[src/hw/rtl/ile_pkg.sv]
// ile_pkg: shared types and constants of the indexed list engine
// action and status codes, controller states, the command broadcast to the cells
// no dependencies
package ile_pkg;

    // index field wide enough for up to 4096 entries; positions and lengths are 7 bits wide
    localparam int ILE_AT_W = 12;
    localparam int ILE_VAL_W = 32;
    localparam int ILE_POS_W = 7;
    localparam int ILE_LEN_W = 7;

    typedef enum logic [2:0] {
        ACT_GET  = 3'd0,
        ACT_HEAD = 3'd1,
        ACT_TAIL = 3'd2,
        ACT_AT   = 3'd3,
        ACT_DEL  = 3'd4
    } ile_action_t;

    typedef enum logic [1:0] {
        ST_DONE   = 2'd0,
        ST_BADPOS = 2'd1,
        ST_FULL   = 2'd2
    } ile_status_t;

    typedef enum logic [1:0] {
        S_IDLE,
        S_READ,
        S_DONE
    } ile_state_t;

    // command driven to every cell of the row
    typedef struct packed {
        logic                 ins;
        logic                 del;
        logic [ILE_AT_W-1:0]  at;
        logic [ILE_VAL_W-1:0] value;
        logic                 load_rd;
        logic                 shift_rd;
    } ile_cmd_t;

endpackage

[src/hw/rtl/ile_cell.sv]
// ile_cell: one list entry of the cell row, with its read shift stage
// shifts up on insert, down on delete, passes read data towards cell zero
// depends on ile_pkg
module ile_cell
    import ile_pkg::*;
#(
    parameter int INDEX = 0
) (
    input  logic                 aclk,
    input  ile_cmd_t             cmd,
    input  logic [ILE_VAL_W-1:0] prev_entry,
    input  logic [ILE_VAL_W-1:0] next_entry,
    input  logic [ILE_VAL_W-1:0] next_rd,
    output logic [ILE_VAL_W-1:0] entry,
    output logic [ILE_VAL_W-1:0] rd
);

    localparam logic [ILE_AT_W-1:0] MY_IDX = ILE_AT_W'(INDEX);

    logic [ILE_VAL_W-1:0] entry_reg, entry_next;
    logic [ILE_VAL_W-1:0] rd_reg, rd_next;

    always_comb begin
        entry_next = entry_reg;
        if (cmd.ins) begin
            if (MY_IDX == cmd.at) begin
                entry_next = cmd.value;
            end else if (MY_IDX > cmd.at) begin
                entry_next = prev_entry;
            end
        end else if (cmd.del) begin
            if (MY_IDX >= cmd.at) begin
                entry_next = next_entry;
            end
        end
    end

    always_comb begin
        rd_next = rd_reg;
        if (cmd.load_rd) begin
            rd_next = entry_reg;
        end else if (cmd.shift_rd) begin
            rd_next = next_rd;
        end
    end

    always_ff @(posedge aclk) begin
        entry_reg <= entry_next;
        rd_reg    <= rd_next;
    end

    assign entry = entry_reg;
    assign rd    = rd_reg;

endmodule

[config.mk]
export PLATFORM = sky130hd
export DESIGN_NAME = ile_cell
export DESIGN_NICKNAME = d
export VERILOG_FILES = /design/src/hw/rtl/ile_pkg.sv /design/src/hw/rtl/ile_cell.sv
export SDC_FILE = /design/constraint.sdc
export NUM_CORES = 1
export LEC_CHECK = 0
export BUFFER_PORTS_ARGS = -buffer_cell sky130_fd_sc_hd__buf_4
export CORE_ASPECT_RATIO = 0.75
export CORE_MARGIN = 2
export CORE_UTILIZATION = 35
export CTS_BUF_LIST = sky130_fd_sc_hd__clkbuf_8
export CTS_CLUSTER_SIZE = 16
export DETAILED_ROUTE_END_ITERATION = 10
export PLACE_DENSITY = 0.68
export SLEW_MARGIN = 10
export SYNTH_ARGS = -nofsm -noshare
export SYNTH_HDL_FRONTEND = slang
export SYNTH_SLANG_ARGS = --single-unit
export TNS_END_PERCENT = 5
[constraint.sdc]
create_clock -name aclk -period 6.4 [get_ports aclk]
set_clock_uncertainty 0.15 [all_clocks]
set_input_delay 0.96 -clock aclk [delete_from_list [all_inputs] [get_ports aclk]]
set_output_delay 0.96 -clock aclk [all_outputs]
set_load 0.03 [all_outputs]
==> flow_metrics.py, run 1 <==
metrics = {
    "status": {
        "outcome": "finished, final reports clean",
    },
    "clock_network": {
        "cts_setup_buffers": 0,
        "clk_path_buf_depth": 2,
        "clock_latency_ps": 330,
        "cts_tree": "yes",
        "cts_buffers": 9,
        "clk_pin_slew_ps": 70,
        "ctsHoldBuffers": 0,
        "post_cts_resize_count": 0,
        "cts-root-buf": "clkbuf_8",
        "htreeDepth": 3,
        "cts_num_sinks": 64,
    },
    "timing": {
        "hold_viol": 0,
        "rsz0062_at_grt": "false",
        "period_needed_ps": 2780,
        "drv_slew": 0,
        "fin_crit_sh_pct": 43.5,
        "slew_headroom_pct": 42.5,
        "setup_viol": 0,
        "max_freq_ghz": 0.359,
        "fin_tns_setup_ps": 0,
        "worstMarginPinSlew_ps": 860,
    },
    "drt": {
        "viasPerCell": 4.50,
        "wirelength_mm": 8.41,
        "drt_first_pass_iters": 4,
        "ant_nets": 0,
        "drc_errors": 0,
        "dr.first_iter.drc_count": 56,
        "routedWlPerCell_um": 16.2,
        "via_count": 2330,
    },
    "die": {
        "rows": 30,
        "die_w_um": 116,
        "fp.dieArea_um2": 10200,
        "start_util_pct": 36.2,
        "io_pins": 209,
        "core_area_um2": 9080,
        "die_h_um": 88.0,
    },
    "job": {
        "drv_cap": 0,
    },
    "setup_path": {
        "slowest_stage": "nand4_4",
        "crit_arrival_ps": 2710,
        "cp_max_fo": 32,
        "cp-end-kind": "flip-flop",
        "crit_path_start_kind": "input port",
        "critPathKind": "input port to flip-flop",
        "cp_data_required_time_ps": 6330,
        "path_cells": "buf_4 -> nor4_4 -> nand4_4 -> mux2_1",
        "cpPeakStageDelay_ps": 720,
    },
    "synth": {
        "yosysWarnings": 0,
        "ys_ff_latch": 64,
        "synth_nets": 322,
        "synth_cell_types": 11,
        "syn-mean-instance-area_um2": 18.6,
        "ys_seq_area_share_pct": 58.4,
        "synth_area_um2": 3290,
        "synthCells": 177,
    },
    "layout": {
        "final_common_cell": "buf_4",
        "area_growth_pct": 56.6,
        "final_cell_mix": "buf_4, edfxtp_1, mux2_2",
        "final_area_um2": 5150,
        "fin_cells": 518,
        "diodes": 0,
        "utilization_pct": 56.7,
        "drive_gt1_share_pct": 82.1,
        "nets": 530,
    },
    "global_route": {
        "grt_antenna_before_repair": 0,
        "grt_use_met1_pct": 17.6,
        "grt_busiest_layer": "met2",
        "grt_pass1_wl_mm": 12.1,
        "use_met3_pct": 5.47,
        "grt_use_total_pct": 16.1,
        "use_met2_pct": 29.0,
        "grt_pass1_vias": 2432,
        "grt_max_degree": 35,
        "overflow": 0,
    },
    "power_and_ir_drop": {
        "ir_drop_v": 0.0000980,
        "powerDensity_nw_per_um2": 203,
        "leakage_nw": 2.29,
    },
    "placement": {
        "port_buffers": 208,
        "placed_area_um2": 4940,
        "hpwl_mm": 6.23,
        "globalplace.congestion": 0.669,
        "post-place-cells": 502,
    },
    "hold_path": {
        "hold_path_class": "flip-flop to flip-flop",
    },
}
-- worst paths after layout --
| kind | slack, ps | depth (start not counted) | endpoint | startpoint |
|---|---|---|---|---|
| hold reg to reg | 430 | 1 | rd[0] | entry[0] |
| hold / removal | 430 | 1 | rd[0] | entry[0] |
| setup / recovery | 3620 | 4 | entry[0] | cmd[45] |
| setup reg to reg | 5310 | 1 | rd[29] | entry[29] |
-- kinds of logic (layout without fill, tap and decap cells) --
logic type	count (synthesis)	after routing	share of synthesized area, %
and+or+nand+nor	5	5	2.78
muxes	96	96	36.3
buffers and inverters	11	224	2.21
AOI/OAI and AO/OA	1	1	0.342
DFF	64	64	58.4
-- power by group --
group	internal [mW]	switching, mW	total (mW)
Clock	0.217	0.157	0.374
Combinational	0.117	0.0734	0.190
Sequential	0.480	0.00399	0.484
Total	0.813	0.235	1.05
-- critical path, delay by kind of cell --
kind | cells | cell delay (ps)
simple gates | 2 | 1060
buf+inv | 1 | 120
mux | 1 | 580
-- final cells by class --
type | count | area (um^2)
sequential | 64 | 1920
fill | 771 | 3930
timing repair buffer | 208 | 1560
clock inverter | 7 | 88.8
multi-input combinational | 102 | 1300
clock buffer | 9 | 124
tap | 128 | 160
-- per-stage QoR --
step	hold slack, ps	setup slack [ps]	power, mW
2_1_floorplan	653	3620	0.586
3_3_place_gp	417	3260	0.681
3_5_place_dp	415	3210	0.685
4_1_cts	437	3580	1.06
5_1_grt	448	3480	1.09
6_report	432	3620	1.05
-- metal layers --
metal	vias up	share of wire, %
met5	-	0
met4	0	1.8
met3	15	9.0
met2	129	51
met1	1073	38
li1	1113	-
-- synth_stat cells --
library cell	count	area, um^2
mux2_1	4	45.0
o2111a_1	1	11.3
nand4_4	1	21.3
mux2_4	30	450
buf_6	3	33.8
buf_2	7	35.0
mux2_2	62	698
nor4_4	3	63.8
or2_2	1	6.26
edfxtp_1	64	1920
clkbuf_1	1	3.75
(Power assumes the default switching activity.)
==> run 2: changes to the inputs <==
==> constraint.sdc (replaced) <==
create_clock -name aclk -period 2.6 [get_ports aclk]
set_clock_uncertainty 0.15 [all_clocks]
set_input_delay 0.39 -clock aclk [delete_from_list [all_inputs] [get_ports aclk]]
set_output_delay 0.39 -clock aclk [all_outputs]
set_load 0.03 [all_outputs]
==> flow_metrics.py, run 2 (synthesized netlist as in run 1, its figures left out) <==
metrics = {
    "timing": {
        "period_needed_ps": 1660,
        "max_freq_ghz": 0.603,
        "hold_viol": 0,
        "fin_tns_setup_ps": 0,
        "slew_headroom_pct": 67.4,
        "drv_slew": 0,
        "rsz0062_at_grt": "false",
        "worstMarginPinSlew_ps": 488,
        "setup_viol": 0,
        "setup_slack_ps": 941,
        "fin_hold_ws_ps": 202,
        "fin_crit_sh_pct": 63.8,
    },
    "power_and_ir_drop": {
        "ir_drop_v": 0.000283,
        "powerDensity_nw_per_um2": 496,
        "leakage_nw": 2.33,
        "p_total_mw": 2.59,
    },
    "global_route": {
        "grt_antenna_before_repair": 0,
        "grt_pass1_vias": 2503,
        "overflow": 0,
        "grt_pass1_wl_mm": 12.4,
        "grt_max_degree": 35,
        "grt_use_total_pct": 16.4,
    },
    "hold_path": {
        "min_path_cells": 2,
        "min_to": "entry[31]",
        "hold_path_class": "input port to flip-flop",
        "min_from": "cmd[33]",
    },
    "placement": {
        "post-place-ws_ps": 583,
        "post-place-cells": 507,
        "globalplace.congestion": 0.716,
        "port_buffers": 208,
        "hpwl_mm": 6.60,
    },
    "setup_path": {
        "path_cells": "buf_4 -> nor4_4 -> nand4_4 -> buf_4 -> mux2_1",
        "crit_path_start_kind": "input port",
        "cp_max_fo": 16,
        "cpLargestDelayFamily": "simple AND/OR/NAND/NOR gates",
        "cp_data_required_time_ps": 2530,
        "crit_top_cell": "buf_4",
        "cpPeakStageDelay_ps": 350,
        "rr_worst_depth": 1,
        "cp-end-kind": "flip-flop",
        "reg2reg_slack_ps": 1500,
        "r2r_start": "entry[29]",
        "critPathKind": "input port to flip-flop",
        "path_buf_inv": 2,
        "worstReg2RegEnd": "rd[29]",
        "crit_arrival_ps": 1590,
        "slowest_stage": "nor4_4",
    },
    "drt": {
        "drc_errors": 0,
        "ant_nets": 0,
        "wirelength_mm": 8.59,
        "viasPerCell": 4.49,
        "via_count": 2346,
        "dr.first_iter.drc_count": 74,
        "drt_first_pass_iters": 6,
        "routedWlPerCell_um": 16.4,
    },
    "clock_network": {
        "cts-root-buf": "clkbuf_8",
        "clk_path_buf_depth": 2,
        "clk_pin_slew_ps": 70,
        "ctsHoldBuffers": 0,
        "post_cts_resize_count": 0,
        "clock_latency_ps": 330,
        "cts_num_sinks": 64,
        "cts_buffers": 9,
        "cts_tree": "yes",
        "cts_setup_buffers": 0,
        "htreeDepth": 3,
    },
    "layout": {
        "area_growth_pct": 58.4,
        "fillers": 756,
        "fin_cells": 523,
        "final_cell_mix": "buf_4, edfxtp_1, mux2_2",
        "nets": 535,
        "diodes": 0,
        "drive_gt1_share_pct": 82.3,
        "final_common_cell": "buf_4",
    },
    "die": {
        "die_w_um": 116,
        "core_area_um2": 9080,
        "io_pins": 209,
        "fp.dieArea_um2": 10200,
        "rows": 30,
        "start_util_pct": 36.2,
        "die_h_um": 88.0,
    },
    "job": {
        "drv_cap": 0,
    },
    "status": {
        "outcome": "finished, final reports clean",
    },
}
## run 2: worst max path at each step
stage / from / end / cells past startpoint
finish: cmd[41] / entry[0] / 5
global route: cmd[45] / entry[0] / 5
CTS: cmd[41] / entry[31] / 5
detailed placement: cmd[41] / entry[20] / 5
global placement: cmd[41] / entry[14] / 5
floorplan: cmd[47] / entry[0] / 3
## run 2: area by class of cell
| class | count | area, um^2 | area share [%] |
|---|---|---|---|
| Timing Repair Buffer | 213 | 1620 | 31.1 |
| Multi-Input combinational cell | 102 | 1300 | 24.9 |
| Clock inverter | 7 | 86.3 | 1.66 |
| Sequential cell | 64 | 1920 | 36.9 |
| Tap cell | 128 | 160 | 3.07 |
| Clock buffer | 9 | 124 | 2.38 |
## run 2: report_power, final
part | total (mW) | internal [mW] | switching (mW)
sequential | 1.19 | 1.18 | 0.0102
combinational | 0.474 | 0.292 | 0.182
clock | 0.921 | 0.534 | 0.387
total | 2.59 | 2.01 | 0.580
## run 2: metrics by stage
stage | utilization [%] | area, um^2
floorplan | - | 3290
global placement | 55.1 | 5000
detailed placement | 55.1 | 5000
CTS | 57.4 | 5210
global route | 57.4 | 5210
finish | 57.4 | 5210
## run 2: metal layers
| layer | GRT usage, % | vias up | share of wire (%) |
|---|---|---|---|
| li1 | - | 1122 | - |
| met1 | 18.7 | 1080 | 38 |
| met2 | 29.7 | 135 | 51 |
| met3 | 5.19 | 9 | 9.7 |
| met4 | 4.98 | 0 | 1.1 |
| met5 | 0 | - | 0 |
==> run 3: changes to the inputs <==
==> constraint.sdc (replaced) <==
create_clock -name aclk -period 1.7 [get_ports aclk]
set_clock_uncertainty 0.15 [all_clocks]
set_input_delay 0.255 -clock aclk [delete_from_list [all_inputs] [get_ports aclk]]
set_output_delay 0.255 -clock aclk [all_outputs]
set_load 0.03 [all_outputs]
==> flow_metrics.py, run 3 (synthesized netlist as in run 1, its figures left out) <==
metrics = {
    "global_route": {
        "grt_use_total_pct": 16.6,
        "overflow": 0,
        "grt_antenna_before_repair": 0,
        "grt_pass1_wl_mm": 12.6,
        "grt_pass1_vias": 2540,
        "grt_max_degree": 23,
    },
    "die": {
        "die_w_um": 116,
        "die_h_um": 88.0,
        "io_pins": 209,
        "fp.dieArea_um2": 10200,
        "start_util_pct": 36.2,
        "core_area_um2": 9080,
        "rows": 30,
    },
    "setup_path": {
        "cpPeakStageDelay_ps": 340,
        "crit_arrival_ps": 1420,
        "path_cells": "buf_4 -> nor4_4 -> nand4_4 -> buf_12 -> mux2_4",
        "cp_max_fo": 17,
        "r2r_start": "entry[10]",
        "worstReg2RegEnd": "rd[10]",
        "rr_worst_depth": 1,
        "critPathKind": "input port to flip-flop",
        "cp_data_required_time_ps": 1640,
        "crit_path_start_kind": "input port",
        "cp-end-kind": "flip-flop",
        "reg2reg_slack_ps": 600,
        "slowest_stage": "nor4_4",
    },
    "power_and_ir_drop": {
        "powerDensity_nw_per_um2": 726,
        "clkPwrFrac_pct": 33.4,
        "power.share.combinational_pct": 19.3,
        "ir_drop_v": 0.000311,
        "leakage_nw": 2.35,
        "p_switching_mw": 0.910,
        "p_sw_share_pct": 23.6,
        "power_frac_seq_pct": 47.3,
        "p_int_mw": 2.94,
        "p_total_mw": 3.85,
    },
    "timing": {
        "setup_viol": 0,
        "slew_headroom_pct": 80.6,
        "max_freq_ghz": 0.672,
        "worstMarginPinSlew_ps": 289,
        "drv_slew": 0,
        "rsz0062_at_grt": "false",
        "hold_viol": 0,
        "fin_crit_sh_pct": 87.5,
        "period_needed_ps": 1490,
    },
    "layout": {
        "fillers": 762,
        "utilization_pct": 58.3,
        "multi_input_area_um2": 1300,
        "final_common_cell": "buf_4",
        "final_cell_mix": "buf_4, edfxtp_1, mux2_2",
        "area_growth_pct": 61.0,
        "drive_gt1_share_pct": 83.0,
        "nets": 540,
        "regArea_um2": 1920,
        "diodes": 0,
    },
    "drt": {
        "ant_nets": 0,
        "routedWlPerCell_um": 16.2,
        "viasPerCell": 4.56,
        "drt_first_pass_iters": 5,
        "via_count": 2408,
        "wirelength_mm": 8.57,
        "dr.first_iter.drc_count": 55,
        "drc_errors": 0,
    },
    "clock_network": {
        "cts_num_sinks": 64,
        "clk_pin_slew_ps": 70,
        "ctsHoldBuffers": 0,
        "htreeDepth": 3,
        "clk_path_buf_depth": 2,
        "cts_setup_buffers": 0,
        "clock_latency_ps": 330,
        "cts-root-buf": "clkbuf_8",
        "cts_tree": "yes",
        "post_cts_resize_count": 0,
        "cts_buffers": 9,
    },
    "status": {
        "outcome": "finished, final reports clean",
    },
    "placement": {
        "hpwl_mm": 6.81,
        "globalplace.congestion": 0.685,
        "port_buffers": 208,
    },
    "hold_path": {
        "min_path_cells": 2,
        "min_from": "cmd[2]",
        "min_to": "entry[0]",
        "hold_path_class": "input port to flip-flop",
    },
    "job": {
        "drv_cap": 0,
    },
}
[run 3: routing by layer]
metal  GRT usage [%]  part of all wire (%)
met1            18.0                    37
met5               0                     0
met3            5.54                   9.1
met4            4.87                  0.96
met2            30.9                    53
[run 3: worst max path at each step]
| stage | from | endpoint | depth (start not counted) |
|---|---|---|---|
| 2_1_floorplan | cmd[37] | entry[0] | 2 |
| 6_report | cmd[37] | entry[18] | 5 |
| 3_3_place_gp | cmd[45] | entry[13] | 5 |
| 5_1_grt | cmd[45] | entry[12] | 5 |
| 3_5_place_dp | cmd[37] | entry[13] | 5 |
| 4_1_cts | cmd[37] | entry[15] | 5 |
[run 3: critical path: cells and delay by family]
family                 cells  cell delay (ps)
buffers and inverters      2              330
and+or+nand+nor            2              530
muxes                      1              300
[run 3: power by group through the flow]
stage	Clock, mW	Sequential (mW)	Combinational, mW
after floorplan	0	1.97	0.235
after global placement	0	1.85	0.736
after detailed placement	0	1.86	0.749
after CTS	1.34	1.82	0.751
after global routing	1.41	1.83	0.790
final	1.29	1.82	0.743
[run 3: final cells by class]
type                       count  area share [%]
clock buffer                   9            2.34
sequential                    64            36.3
timing repair buffer         218            32.5
clock inverter                 7            1.35
multi-input combinational    102            24.5
tap                          128            3.02
[run 3: stage by stage]
step                hold WS (ps)  instance area [um^2]  std cells  setup TNS (ps)  worst slack (ps)
global placement             390                  5100        512           -3640              -126
detailed placement           393                  5100        512           -4150              -142
CTS                         36.4                  5300        528               0               227
floorplan                    306                  3290        177            -841             -26.3
global route                38.5                  5300        528               0               187
finish                      57.0                  5300        528               0               212
