===== src/hw/rtl/ile_pkg.sv =====
// ile_pkg: shared types and constants of the indexed list engine
// action and status codes, controller states, the command broadcast to the cells
// no dependencies
package ile_pkg;

    // index field wide enough for up to 4096 entries; positions and lengths are 7 bits wide
    localparam int ILE_AT_W = 12;
    localparam int ILE_VAL_W = 32;
    localparam int ILE_POS_W = 7;
    localparam int ILE_LEN_W = 7;

    typedef enum logic [2:0] {
        ACT_GET  = 3'd0,
        ACT_HEAD = 3'd1,
        ACT_TAIL = 3'd2,
        ACT_AT   = 3'd3,
        ACT_DEL  = 3'd4
    } ile_action_t;

    typedef enum logic [1:0] {
        ST_DONE   = 2'd0,
        ST_BADPOS = 2'd1,
        ST_FULL   = 2'd2
    } ile_status_t;

    typedef enum logic [1:0] {
        S_IDLE,
        S_READ,
        S_DONE
    } ile_state_t;

    // command driven to every cell of the row
    typedef struct packed {
        logic                 ins;
        logic                 del;
        logic [ILE_AT_W-1:0]  at;
        logic [ILE_VAL_W-1:0] value;
        logic                 load_rd;
        logic                 shift_rd;
    } ile_cmd_t;

endpackage


===== src/hw/rtl/ile_ctrl.sv =====
// ile_ctrl: request decode, length counter, sequencer and result register
// drives the command of the cell row and takes read data from cell zero
// depends on ile_pkg
module ile_ctrl
    import ile_pkg::*;
#(
    parameter int CAPACITY = 64
) (
    input  logic                 aclk,
    input  logic                 aresetn,
    input  logic                 s_valid,
    output logic                 s_ready,
    input  logic [2:0]           s_action,
    input  logic [ILE_POS_W-1:0] s_position,
    input  logic [ILE_VAL_W-1:0] s_value,
    output ile_cmd_t             cmd,
    input  logic [ILE_VAL_W-1:0] rd0,
    output logic                 m_valid,
    input  logic                 m_ready,
    output logic [ILE_VAL_W-1:0] m_read_value,
    output logic [1:0]           m_status,
    output logic [ILE_LEN_W-1:0] m_length
);

    localparam int CNT_W = $clog2(CAPACITY + 1);
    localparam int CMP_W = (CNT_W > ILE_POS_W) ? CNT_W : ILE_POS_W;
    localparam logic [CNT_W-1:0] CAP_CNT = CNT_W'(CAPACITY);

    ile_state_t           state_reg, state_next;
    logic [CNT_W-1:0]     count_reg, count_next;
    logic [ILE_POS_W-1:0] cd_reg, cd_next;
    ile_status_t          res_st_reg, res_st_next;
    logic [ILE_VAL_W-1:0] res_val_reg, res_val_next;
    logic                 out_valid_reg, out_valid_next;
    ile_status_t          out_st_reg;
    logic [ILE_VAL_W-1:0] out_val_reg;
    logic [ILE_LEN_W-1:0] out_len_reg;

    logic             accept;
    logic             out_load;
    logic             full;
    logic             pos_lt;
    logic             pos_le;
    logic [CMP_W-1:0] pos_c;
    logic [CMP_W-1:0] cnt_c;
    ile_action_t      act;

    assign act    = ile_action_t'(s_action);
    assign s_ready = (state_reg == S_IDLE);
    assign accept = s_valid && s_ready;
    assign out_load = (state_reg == S_DONE) && (!out_valid_reg || m_ready);
    assign full   = (count_reg == CAP_CNT);
    assign pos_c  = CMP_W'(s_position);
    assign cnt_c  = CMP_W'(count_reg);
    assign pos_lt = (pos_c < cnt_c);
    assign pos_le = (pos_c <= cnt_c);

    // next state
    always_comb begin
        state_next = state_reg;
        unique case (state_reg)
            S_IDLE: begin
                if (accept) begin
                    state_next = (act == ACT_GET && pos_lt) ? S_READ : S_DONE;
                end
            end
            S_READ: begin
                if (cd_reg == '0) begin
                    state_next = S_DONE;
                end
            end
            S_DONE: begin
                if (out_load) begin
                    state_next = S_IDLE;
                end
            end
            default: state_next = S_IDLE;
        endcase
    end

    // command, counter and result
    always_comb begin
        cmd          = '0;
        cmd.value    = s_value;
        count_next   = count_reg;
        cd_next      = cd_reg;
        res_st_next  = res_st_reg;
        res_val_next = res_val_reg;
        if (accept) begin
            res_st_next  = ST_DONE;
            res_val_next = '1;
            unique case (act)
                ACT_GET: begin
                    if (pos_lt) begin
                        cmd.load_rd = 1'b1;
                        cd_next     = s_position;
                    end else begin
                        res_st_next = ST_BADPOS;
                    end
                end
                ACT_HEAD, ACT_TAIL: begin
                    if (full) begin
                        res_st_next = ST_FULL;
                    end else begin
                        cmd.ins    = 1'b1;
                        cmd.at     = (act == ACT_HEAD) ? '0 : ILE_AT_W'(count_reg);
                        count_next = count_reg + 1'b1;
                    end
                end
                ACT_AT: begin
                    if (!pos_le) begin
                        res_st_next = ST_BADPOS;
                    end else if (full) begin
                        res_st_next = ST_FULL;
                    end else begin
                        cmd.ins    = 1'b1;
                        cmd.at     = ILE_AT_W'(s_position);
                        count_next = count_reg + 1'b1;
                    end
                end
                ACT_DEL: begin
                    if (pos_lt) begin
                        cmd.del    = 1'b1;
                        cmd.at     = ILE_AT_W'(s_position);
                        count_next = count_reg - 1'b1;
                    end else begin
                        res_st_next = ST_BADPOS;
                    end
                end
                default: res_st_next = ST_BADPOS;
            endcase
        end else if (state_reg == S_READ) begin
            if (cd_reg == '0) begin
                res_val_next = rd0;
            end else begin
                cmd.shift_rd = 1'b1;
                cd_next      = cd_reg - 1'b1;
            end
        end
    end

    always_comb begin
        out_valid_next = out_valid_reg;
        if (out_load) begin
            out_valid_next = 1'b1;
        end else if (m_ready) begin
            out_valid_next = 1'b0;
        end
    end

    always_ff @(posedge aclk) begin
        if (!aresetn) begin
            state_reg     <= S_IDLE;
            count_reg     <= '0;
            out_valid_reg <= 1'b0;
        end else begin
            state_reg     <= state_next;
            count_reg     <= count_next;
            out_valid_reg <= out_valid_next;
        end
    end

    always_ff @(posedge aclk) begin
        cd_reg      <= cd_next;
        res_st_reg  <= res_st_next;
        res_val_reg <= res_val_next;
        if (out_load) begin
            out_st_reg  <= res_st_reg;
            out_val_reg <= res_val_reg;
            out_len_reg <= ILE_LEN_W'(count_reg);
        end
    end

    assign m_valid      = out_valid_reg;
    assign m_read_value = out_val_reg;
    assign m_status     = out_st_reg;
    assign m_length     = out_len_reg;

endmodule


===== config.mk =====
export PLATFORM = sky130hd
export DESIGN_NAME = ile_ctrl
export DESIGN_NICKNAME = d
export VERILOG_FILES = /design/src/hw/rtl/ile_pkg.sv /design/src/hw/rtl/ile_ctrl.sv
export SDC_FILE = /design/constraint.sdc
export NUM_CORES = 1
export LEC_CHECK = 0
export BUFFER_PORTS_ARGS = -buffer_cell sky130_fd_sc_hd__buf_2
export CAP_MARGIN = 20
export CORE_ASPECT_RATIO = 1.25
export CORE_MARGIN = 4
export CORE_UTILIZATION = 40
export DETAILED_ROUTE_END_ITERATION = 10
export HOLD_SLACK_MARGIN = 0.03
export MAX_ROUTING_LAYER = met4
export PLACE_DENSITY_LB_ADDON = 0.3
export SLEW_MARGIN = 15
export SYNTH_ARGS = -nofsm -noshare
export SYNTH_HDL_FRONTEND = slang
export SYNTH_SLANG_ARGS = --single-unit
export TNS_END_PERCENT = 30

===== constraint.sdc =====
create_clock -name aclk -period 5.25 [get_ports aclk]
set_input_delay 1.05 -clock aclk [delete_from_list [all_inputs] [get_ports aclk]]
set_output_delay 1.05 -clock aclk [all_outputs]
set_load 0.005 [all_outputs]

==> results of run 1 <==
power by group through the flow:
stage | clock [mW] | sequential [mW] | combinational, mW
5_1_grt | 0.719 | 0.780 | 0.125
3_5_place_dp | 0 | 0.795 | 0.111
4_1_cts | 0.686 | 0.779 | 0.112
6_report | 0.666 | 0.779 | 0.110
3_3_place_gp | 0 | 0.795 | 0.108
2_1_floorplan | 0 | 0.793 | 0.0885
critical path: stages:
cell,delay (ns)
buf_2,0.12
ha_1,0.31
a211oi_2,0.21
nor2_1,0.06
or3_1,0.45
a2bb2oi_1,0.54
a22oi_1,0.19
nor2_1,0.14
buf_2,0.13
layout by cell type (no fill, tap or decap), types with 2 or more instances in the layout:
cell type,instances
buf_2,99
nand2_1,75
edfxtp_1,50
dfxtp_1,42
nand3_1,36
nor2_1,26
inv_1,15
a21oi_1,15
ha_1,14
clkbuf_16,10
nor2b_1,8
o21ai_0,8
a22oi_1,6
xnor2_1,6
mux2i_1,6
nor3_1,5
conb_1,5
buf_4,4
nand3b_1,3
xor2_1,3
and3_1,3
nand4_1,2
or3_1,2
nor3b_1,2
o21a_1,2
and2_1,2
clkinvlp_4,2
logic make-up (layout without fill, tap and decap cells):
family / Yosys count / in the layout / synth area share (%)
other cells: 1 / 5 / 0.0909
flops: 92 / 92 / 56.8
fa+ha+maj: 15 / 15 / 4.73
buf+inv: 66 / 134 / 9.56
mux: 6 / 6 / 1.46
simple gates: 171 / 171 / 18.8
compound gates: 40 / 40 / 6.61
xor+xnor: 9 / 9 / 1.91
path summary, 6_finish.rpt:
path | startpoint | end | cells after the start
worst max-delay path | s_position[4] | cmd[38] | 9
worst min-delay path | res_st_reg[1]$_DFFE_PP_ | m_status[1]$_DFFE_PP_ | 0
worst max register to register | cnt_c[2]$_SDFFE_PN0P_ | cnt_c[6]$_SDFFE_PN0P_ | 8
worst min register to register | res_st_reg[1]$_DFFE_PP_ | m_status[1]$_DFFE_PP_ | 0
per-stage QoR:
stage / utilization [%] / setup WS, ns / hold WS [ns] / power (mW) / instances
finish: 47.6 / 0.981 / 0.423 / 1.55 / 601
global placement: 44.5 / 1.04 / 0.411 / 0.903 / 585
global route: 47.6 / 0.764 / 0.434 / 1.62 / 601
floorplan: - / 1.52 / 0.400 / 0.881 / 404
CTS: 47.6 / 0.971 / 0.429 / 1.58 / 601
detailed placement: 44.5 / 0.976 / 0.413 / 0.906 / 585
routing by layer:
metal	track usage (%)	up-vias
met4	6.58	0
met3	3.57	36
met2	25.9	130
met5	-	-
li1	-	1464
met1	18.6	1389
layout make-up:
cell class                 count  area [sq um]
fill                         956          5290
inverter                      15          56.3
sequential                    92          2340
multi-input combinational    246          1420
clock buffer                  11           254
timing repair buffer         103           526
tap                          129           161
clock inverter                 5          58.8
==> flow_results.xml, run 1 <==
<?xml version="1.0" encoding="UTF-8"?>
<metrics>
  <group name="clock_tree">
    <metric name="path_clk_slew" unit="ns">0.07</metric>
    <metric name="clock_tree_from_tritoncts" unit="">built</metric>
    <metric name="tritoncts_num_sinks" unit="">92</metric>
    <metric name="post_cts_buffers" unit="">0</metric>
    <metric name="cts_root_buffer" unit="">clkbuf_16</metric>
    <metric name="holdBufCountCts" unit="">0</metric>
    <metric name="cts_htree_levels" unit="">3</metric>
    <metric name="clock_tree.buffer_depth" unit="">2</metric>
    <metric name="clk_latency" unit="ns">0.33</metric>
    <metric name="number_of_buffers_created_by_cts" unit="">9</metric>
    <metric name="post_cts_resized" unit="">0</metric>
  </group>
  <group name="yosys">
    <metric name="synth_cell_types" unit="">41</metric>
    <metric name="netlist.area_leader.share" unit="%">36.4</metric>
    <metric name="ys_top_cells_by_area" unit="">edfxtp_1, dfxtp_1, nand2_1, buf_4, nand3_1</metric>
    <metric name="synthesis.instances" unit="">400</metric>
    <metric name="synthesis.area" unit="sq mm">0.00412</metric>
    <metric name="yosys.area.top_type" unit="">edfxtp_1</metric>
    <metric name="ys_seq_elements" unit="">92</metric>
    <metric name="synth_flop_cell" unit="">edfxtp_1</metric>
    <metric name="synth_edf_count" unit="">50</metric>
    <metric name="seq_area_frac_synth" unit="%">56.8</metric>
    <metric name="syn_area_per_cell" unit="sq um">10.3</metric>
    <metric name="yosys.cell_count.top_type" unit="">nand2_1</metric>
    <metric name="commonest_cells_in_the_synthesized_netlist" unit="">nand2_1, edfxtp_1, dfxtp_1, buf_4, nand3_1</metric>
    <metric name="synthArstFlopShare" unit="%">0</metric>
    <metric name="synthesis.yosys.warnings" unit="">0</metric>
  </group>
  <group name="route">
    <metric name="viasPerCell" unit="">5.02</metric>
    <metric name="met2_wirelength" unit="microns">4340</metric>
    <metric name="wl_met1" unit="microns">3700</metric>
    <metric name="final_antenna_net_count" unit="">0</metric>
    <metric name="wl" unit="microns">8950</metric>
    <metric name="detail_route.wl_per_cell" unit="microns">14.9</metric>
    <metric name="first_iter_violations" unit="">127</metric>
    <metric name="route.detailed.drc" unit="">0</metric>
    <metric name="dr_total_vias" unit="">3019</metric>
    <metric name="firstDrtPassIters" unit="">4</metric>
    <metric name="dr.max_layer_used" unit="">met4</metric>
    <metric name="met3RoutedLength" unit="microns">676</metric>
  </group>
  <group name="global_routing">
    <metric name="antenna_found_initial" unit="">0</metric>
    <metric name="wire_length_of_the_first_global_routing_pass" unit="microns">14600</metric>
    <metric name="global_route.usage.total" unit="%">15.8</metric>
    <metric name="grt_start_max_net_pins" unit="">50</metric>
    <metric name="via_count_of_the_first_global_routing_pass" unit="">2940</metric>
    <metric name="grt.overflow.total" unit="">0</metric>
  </group>
  <group name="timing">
    <metric name="max_freq" unit="GHz">0.234</metric>
    <metric name="hold_viol" unit="">0</metric>
    <metric name="tightest_slew" unit="ns">0.841</metric>
    <metric name="setup-tns-final" unit="ns">0</metric>
    <metric name="rsz0062_at_grt" unit="">no</metric>
    <metric name="finalCriticalPeriod" unit="ns">4.27</metric>
    <metric name="setup_viol" unit="">0</metric>
    <metric name="final.setup_skew" unit="ns">0.00856</metric>
    <metric name="fin_crit_sh" unit="%">81.3</metric>
    <metric name="timing.slew.headroom" unit="%">43.8</metric>
    <metric name="slew_limit_fails" unit="">0</metric>
  </group>
  <group name="flow_run">
    <metric name="drv.max_cap_violation_count" unit="">0</metric>
  </group>
  <group name="finish">
    <metric name="design.final.nets" unit="">560</metric>
    <metric name="insertedDiodeCount" unit="">0</metric>
    <metric name="final_cell_area" unit="sq mm">0.00481</metric>
    <metric name="layout_area_growth_over_synthesis" unit="%">16.7</metric>
    <metric name="fraction_of_final_layout_cells_with_drive_strength_greater_than_1" unit="%">26.5</metric>
  </group>
  <group name="power_and_ir_drop">
    <metric name="switching_power" unit="mW">0.342</metric>
    <metric name="power.sequential.fraction" unit="%">50.1</metric>
    <metric name="clock_power_share" unit="%">42.9</metric>
    <metric name="p_per_area" unit="mW/mm^2">323</metric>
    <metric name="power.share.switching" unit="%">22.0</metric>
    <metric name="combinationalPowerShare" unit="%">7.1</metric>
    <metric name="power.static_leakage" unit="nW">1.91</metric>
    <metric name="cellInternalPower" unit="mW">1.21</metric>
    <metric name="ir_drop" unit="V">0.000219</metric>
  </group>
  <group name="critical_path">
    <metric name="critical_path.endpoint_type" unit="">output port</metric>
    <metric name="worst-endpoint-required" unit="ns">4.20</metric>
    <metric name="cp_max_fo" unit="">7</metric>
    <metric name="worstSetupPathType" unit="">in2out</metric>
    <metric name="reg2reg_setup_slack" unit="ns">2.55</metric>
    <metric name="startpoint_type" unit="">input port</metric>
    <metric name="worstPathArrival" unit="ns">3.22</metric>
  </group>
  <group name="min_path">
    <metric name="worst_hold_path_class" unit="">reg2reg</metric>
  </group>
  <group name="place">
    <metric name="globalplace.congestion" unit="">0.904</metric>
    <metric name="detailedPlacementHpwl" unit="microns">6500</metric>
    <metric name="io_buffers" unit="">99</metric>
    <metric name="dpl-instance-area" unit="sq mm">0.00450</metric>
  </group>
  <group name="die">
    <metric name="core.rowCount" unit="">41</metric>
    <metric name="starting_density_of_the_core" unit="%">40.8</metric>
    <metric name="die_h" unit="microns">122</metric>
    <metric name="floorplan.io_pins" unit="">169</metric>
    <metric name="die-area" unit="sq mm">0.0120</metric>
    <metric name="core_region_area" unit="sq mm">0.0101</metric>
    <metric name="die_w" unit="microns">98.8</metric>
  </group>
  <group name="outcome">
    <metric name="outcome" unit="">finished, final reports clean</metric>
  </group>
</metrics>
(Power assumes the default switching activity.)
==> run 2: changes to the inputs <==
- clock period: 5.25 -> 3.5 ns (I/O delays scaled with it)
==> run 2 against run 1 <==
Against the previous run:
- via count up 1.1%
- register-to-register slack worse by 1.7 ns
- first-iteration DRC count down 1.6%
==> flow_results.xml, run 2 (synthesis results as in run 1) <==
<?xml version="1.0" encoding="UTF-8"?>
<metrics>
  <group name="outcome">
    <metric name="outcome" unit="">finished, final reports clean</metric>
  </group>
  <group name="route">
    <metric name="detail_route.wl_per_cell" unit="microns">15.2</metric>
    <metric name="wl" unit="microns">9270</metric>
    <metric name="firstDrtPassIters" unit="">4</metric>
    <metric name="route.detailed.drc" unit="">0</metric>
    <metric name="first_iter_violations" unit="">125</metric>
    <metric name="dr_total_vias" unit="">3052</metric>
    <metric name="viasPerCell" unit="">5.00</metric>
    <metric name="final_antenna_net_count" unit="">0</metric>
  </group>
  <group name="place">
    <metric name="io_buffers" unit="">99</metric>
    <metric name="dp_worst_setup_slack" unit="ns">0.320</metric>
    <metric name="detailedPlacementHpwl" unit="microns">6830</metric>
    <metric name="dpl-instance-area" unit="sq mm">0.00458</metric>
    <metric name="globalplace.congestion" unit="">0.897</metric>
    <metric name="place_inst" unit="">595</metric>
  </group>
  <group name="finish">
    <metric name="layout_common_cells" unit="">buf_2, nand2_1, edfxtp_1, dfxtp_1, nand3_1</metric>
    <metric name="final_cell_area" unit="sq mm">0.00485</metric>
    <metric name="design.final.nets" unit="">570</metric>
    <metric name="final_common_cell" unit="">buf_2</metric>
    <metric name="final_cells" unit="">611</metric>
    <metric name="fraction_of_final_layout_cells_with_drive_strength_greater_than_1" unit="%">27.8</metric>
    <metric name="final_core_utilization" unit="%">48.0</metric>
    <metric name="layout_area_growth_over_synthesis" unit="%">17.7</metric>
    <metric name="insertedDiodeCount" unit="">0</metric>
  </group>
  <group name="timing">
    <metric name="rsz0062_at_grt" unit="">no</metric>
    <metric name="setup-tns-final" unit="ns">0</metric>
    <metric name="tightest_slew" unit="ns">0.567</metric>
    <metric name="setup_viol" unit="">0</metric>
    <metric name="max_freq" unit="GHz">0.310</metric>
    <metric name="slew_limit_fails" unit="">0</metric>
    <metric name="finalCriticalPeriod" unit="ns">3.23</metric>
    <metric name="timing.final.ws_setup" unit="ns">0.273</metric>
    <metric name="hold_viol" unit="">0</metric>
    <metric name="worst_hold_slack" unit="ns">0.427</metric>
    <metric name="fin_crit_sh" unit="%">92.2</metric>
    <metric name="final.setup_skew" unit="ns">0.00503</metric>
    <metric name="timing.slew.headroom" unit="%">62.2</metric>
  </group>
  <group name="die">
    <metric name="die_w" unit="microns">98.8</metric>
    <metric name="core.rowCount" unit="">41</metric>
    <metric name="core_region_area" unit="sq mm">0.0101</metric>
    <metric name="die-area" unit="sq mm">0.0120</metric>
    <metric name="die_h" unit="microns">122</metric>
    <metric name="starting_density_of_the_core" unit="%">40.8</metric>
    <metric name="floorplan.io_pins" unit="">169</metric>
  </group>
  <group name="critical_path">
    <metric name="critical_path.endpoint_type" unit="">output port</metric>
    <metric name="worstPathArrival" unit="ns">2.53</metric>
    <metric name="cp_max_fo" unit="">6</metric>
    <metric name="cp_cell_sequence" unit="">buf_2 -&gt; ha_1 -&gt; a21oi_1 -&gt; a21oi_1 -&gt; or3_1 -&gt; buf_4 -&gt; a211o_1 -&gt; nor3_1 -&gt; buf_2</metric>
    <metric name="critical_path.slowest_cell" unit="">or3_1</metric>
    <metric name="slowest_delay" unit="ns">0.36</metric>
    <metric name="worst-endpoint-required" unit="ns">2.80</metric>
    <metric name="worstSetupPathType" unit="">in2out</metric>
    <metric name="startpoint_type" unit="">input port</metric>
  </group>
  <group name="clock_tree">
    <metric name="holdBufCountCts" unit="">0</metric>
    <metric name="cts_root_buffer" unit="">clkbuf_16</metric>
    <metric name="clock_tree_from_tritoncts" unit="">built</metric>
    <metric name="path_clk_slew" unit="ns">0.06</metric>
    <metric name="cts_htree_levels" unit="">3</metric>
    <metric name="post_cts_buffers" unit="">0</metric>
    <metric name="clock_tree.buffer_depth" unit="">2</metric>
    <metric name="post_cts_resized" unit="">0</metric>
    <metric name="clk_latency" unit="ns">0.33</metric>
    <metric name="number_of_buffers_created_by_cts" unit="">9</metric>
    <metric name="tritoncts_num_sinks" unit="">92</metric>
  </group>
  <group name="power_and_ir_drop">
    <metric name="ir_drop" unit="V">0.000208</metric>
    <metric name="power.total" unit="mW">2.24</metric>
    <metric name="power.static_leakage" unit="nW">1.94</metric>
    <metric name="p_per_area" unit="mW/mm^2">462</metric>
  </group>
  <group name="global_routing">
    <metric name="antenna_found_initial" unit="">0</metric>
    <metric name="grt.overflow.total" unit="">0</metric>
    <metric name="via_count_of_the_first_global_routing_pass" unit="">3119</metric>
    <metric name="wire_length_of_the_first_global_routing_pass" unit="microns">15300</metric>
    <metric name="grt_start_max_net_pins" unit="">42</metric>
    <metric name="global_route.usage.total" unit="%">16.4</metric>
  </group>
  <group name="flow_run">
    <metric name="drv.max_cap_violation_count" unit="">0</metric>
  </group>
  <group name="min_path">
    <metric name="worst_hold_path_class" unit="">reg2reg</metric>
  </group>
</metrics>
-- run 2: cell count changes in the layout (fill, tap and decap cells not counted) --
cell	previous run	this run
clkbuf_8	0	1
bufinv_16	1	0
clkbuf_1	1	2
inv_6	1	2
buf_4	4	14
clkinv_2	1	0
clkbuf_16	10	9
-- run 2: final cells by class --
type	instances	area (sq um)
fillers	967	5250
clock inverters	4	32.5
repair buffers	113	601
well taps	129	161
clock buffers	12	246
inverters	15	56.3
multi-input cells	246	1420
flip-flops and latches	92	2340
-- run 2: worst max-delay path: cells and delay by family --
kind | cells | cell delay, ns
simple gates | 2 | 0.53
buf+inv | 3 | 0.45
compound gates | 3 | 0.50
fa+ha+maj | 1 | 0.33
-- run 2: worst paths after layout --
check | start | end | slack [ns] | cells after the start
setup / recovery | s_position[2] | cmd[47] | 0.27 | 9
hold / removal | res_val_reg[27]$_SDFFE_PP1P_ | m_read_value[27]$_DFFE_PP_ | 0.43 | 0
setup reg to reg | cnt_c[4]$_SDFFE_PN0P_ | cnt_c[6]$_SDFFE_PN0P_ | 0.89 | 9
hold reg to reg | res_val_reg[27]$_SDFFE_PP1P_ | m_read_value[27]$_DFFE_PP_ | 0.43 | 0
-- run 2: routing by layer --
metal  routed length, microns  part of all wire (%)  global-route usage (%)  up-vias
met5                        0                     0                       -        -
met2                     4450                    48                    26.5      130
li1                         -                     -                       -     1481
met4                      344                   3.7                    8.11        0
met1                     3760                    41                    19.5     1400
met3                      718                   7.7                    3.62       41
-- run 2: report_power, final --
part           total, mW  internal [mW]  switching [mW]
Combinational      0.183         0.0742           0.108
Clock              0.897          0.506           0.390
Sequential          1.16           1.15         0.00821
==> run 3: changes to the inputs <==
- PLACE_DENSITY: not set -> 0.71
- PLACE_DENSITY_LB_ADDON: 0.3 -> not set
==> run 3 against run 2 <==
Against the previous run:
- clock skew is essentially flat
- flip-flop and latch count unchanged
- register-to-register slack lost 0.09 ns
- clock power grew 5.6%
- core utilization hardly changed
- clock-buffer cell count fell by 1
- critical path depth is 1 higher
- sequential share of layout area hardly changed
- largest cell class unchanged
- largest power group unchanged
- highest routed layer unchanged
==> flow_results.xml, run 3 (synthesis results as in run 1) <==
<?xml version="1.0" encoding="UTF-8"?>
<metrics>
  <group name="route">
    <metric name="detail_route.wl_per_cell" unit="microns">15.5</metric>
    <metric name="route.detailed.drc" unit="">0</metric>
    <metric name="wl" unit="microns">9430</metric>
    <metric name="firstDrtPassIters" unit="">4</metric>
    <metric name="dr_total_vias" unit="">3059</metric>
    <metric name="final_antenna_net_count" unit="">0</metric>
    <metric name="first_iter_violations" unit="">119</metric>
    <metric name="viasPerCell" unit="">5.03</metric>
  </group>
  <group name="finish">
    <metric name="final_cell_area" unit="sq mm">0.00486</metric>
    <metric name="insertedDiodeCount" unit="">0</metric>
    <metric name="fraction_of_final_layout_cells_with_drive_strength_greater_than_1" unit="%">27.8</metric>
    <metric name="design.final.nets" unit="">567</metric>
    <metric name="final_common_cell" unit="">buf_2</metric>
    <metric name="area_occupied_by_registers" unit="sq mm">0.00234</metric>
    <metric name="layout_common_cells" unit="">buf_2, nand2_1, edfxtp_1, dfxtp_1, nand3_1</metric>
    <metric name="final_cells" unit="">608</metric>
    <metric name="layout.filler_cells" unit="">918</metric>
    <metric name="layout_area_growth_over_synthesis" unit="%">17.7</metric>
    <metric name="multiInputGateArea" unit="sq mm">0.00142</metric>
  </group>
  <group name="timing">
    <metric name="finalCriticalPeriod" unit="ns">3.27</metric>
    <metric name="tightest_slew" unit="ns">0.853</metric>
    <metric name="slew_limit_fails" unit="">0</metric>
    <metric name="setup-tns-final" unit="ns">0</metric>
    <metric name="setup_viol" unit="">0</metric>
    <metric name="hold_viol" unit="">0</metric>
    <metric name="fin_crit_sh" unit="%">93.5</metric>
    <metric name="max_freq" unit="GHz">0.306</metric>
    <metric name="rsz0062_at_grt" unit="">no</metric>
    <metric name="timing.slew.headroom" unit="%">43.0</metric>
    <metric name="final.setup_skew" unit="ns">0.00534</metric>
    <metric name="timing.final.ws_setup" unit="ns">0.229</metric>
  </group>
  <group name="clock_tree">
    <metric name="number_of_buffers_created_by_cts" unit="">9</metric>
    <metric name="cts_htree_levels" unit="">3</metric>
    <metric name="post_cts_buffers" unit="">0</metric>
    <metric name="clock_tree.buffer_depth" unit="">2</metric>
    <metric name="clk_latency" unit="ns">0.33</metric>
    <metric name="path_clk_slew" unit="ns">0.06</metric>
    <metric name="clock_tree_from_tritoncts" unit="">built</metric>
    <metric name="post_cts_resized" unit="">0</metric>
    <metric name="tritoncts_num_sinks" unit="">92</metric>
    <metric name="holdBufCountCts" unit="">0</metric>
    <metric name="cts_root_buffer" unit="">clkbuf_16</metric>
  </group>
  <group name="place">
    <metric name="dp_worst_setup_slack" unit="ns">0.295</metric>
    <metric name="place_inst" unit="">592</metric>
    <metric name="dpl-instance-area" unit="sq mm">0.00455</metric>
    <metric name="io_buffers" unit="">99</metric>
    <metric name="globalplace.congestion" unit="">0.949</metric>
    <metric name="detailedPlacementHpwl" unit="microns">7090</metric>
  </group>
  <group name="die">
    <metric name="core_region_area" unit="sq mm">0.0101</metric>
    <metric name="floorplan.io_pins" unit="">169</metric>
    <metric name="core.rowCount" unit="">41</metric>
    <metric name="die_w" unit="microns">98.8</metric>
    <metric name="die_h" unit="microns">122</metric>
    <metric name="die-area" unit="sq mm">0.0120</metric>
    <metric name="starting_density_of_the_core" unit="%">40.8</metric>
  </group>
  <group name="critical_path">
    <metric name="worst-endpoint-required" unit="ns">2.80</metric>
    <metric name="cp_max_fo" unit="">5</metric>
    <metric name="worstPathArrival" unit="ns">2.57</metric>
    <metric name="critical_path.endpoint_type" unit="">output port</metric>
    <metric name="worstSetupPathType" unit="">reg2out</metric>
    <metric name="startpoint_type" unit="">flop</metric>
  </group>
  <group name="flow_run">
    <metric name="drv.max_cap_violation_count" unit="">0</metric>
  </group>
  <group name="min_path">
    <metric name="worst_hold_path_class" unit="">reg2reg</metric>
  </group>
  <group name="global_routing">
    <metric name="antenna_found_initial" unit="">0</metric>
    <metric name="grt_start_max_net_pins" unit="">34</metric>
    <metric name="grt.overflow.total" unit="">0</metric>
    <metric name="wire_length_of_the_first_global_routing_pass" unit="microns">14800</metric>
    <metric name="global_route.usage.total" unit="%">16.4</metric>
    <metric name="via_count_of_the_first_global_routing_pass" unit="">3003</metric>
  </group>
  <group name="power_and_ir_drop">
    <metric name="power.static_leakage" unit="nW">1.95</metric>
    <metric name="ir_drop" unit="V">0.000266</metric>
    <metric name="p_per_area" unit="mW/mm^2">471</metric>
  </group>
  <group name="outcome">
    <metric name="outcome" unit="">finished, final reports clean</metric>
  </group>
</metrics>
-- run 3: cell count changes in the layout (fill, tap and decap cells not counted) --
cell        change
clkinvlp_4      -1
clkinv_4        +1
clkinv_2        +1
clkbuf_1        -2
clkbuf_16       +1
buf_4           -3
-- run 3: area by class of cell --
cell class | count | share of cell area (%)
multi-input cells | 246 | 29.1
clock buffers | 11 | 5.44
well taps | 129 | 3.32
clock inverters | 5 | 0.799
repair buffers | 110 | 11.9
inverters | 15 | 1.16
flip-flops and latches | 92 | 48.2
-- run 3: worst paths after layout --
check	slack [ns]	to	cells past startpoint	from
worst min-delay path	0.43	m_read_value[19]$_DFFE_PP_	0	res_val_reg[19]$_SDFFE_PP1P_
worst min register to register	0.43	m_read_value[19]$_DFFE_PP_	0	res_val_reg[19]$_SDFFE_PP1P_
worst max-delay path	0.23	cmd[38]	10	cnt_c[2]$_SDFFE_PN0P_
worst max register to register	0.80	cnt_c[6]$_SDFFE_PN0P_	9	cnt_c[2]$_SDFFE_PN0P_
-- run 3: stage by stage --
stage / total power, mW / utilization, % / hold WS, ns
floorplan: 1.32 / - / 0.400
global placement: 1.36 / 45.1 / 0.412
detailed placement: 1.36 / 45.1 / 0.414
CTS: 2.32 / 48.1 / 0.429
global route: 2.38 / 48.1 / 0.434
finish: 2.29 / 48.1 / 0.432
-- run 3: layer usage --
layer | track usage, % | routed length, microns | vias to the layer above
met4 | 9.65 | 425 | 0
li1 | - | - | 1478
met3 | 3.68 | 722 | 52
met5 | - | 0 | -
met2 | 28.2 | 4750 | 122
met1 | 17.0 | 3530 | 1407
-- run 3: critical path, cell delays in order (launching register included) --
cell and delay [ns]:
dfxtp_1 0.43, inv_1 0.11, ha_1 0.32, a21oi_1 0.15
a21oi_1 0.07, or3_1 0.38, a2bb2oi_1 0.22, buf_4 0.17
a22oi_1 0.08, nor2_1 0.16, buf_2 0.14
-- run 3: report_power, final --
| group | switching, mW | internal, mW |
|---|---|---|
| combinational | 0.103 | 0.0718 |
| sequential | 0.0103 | 1.15 |
| clock | 0.398 | 0.549 |
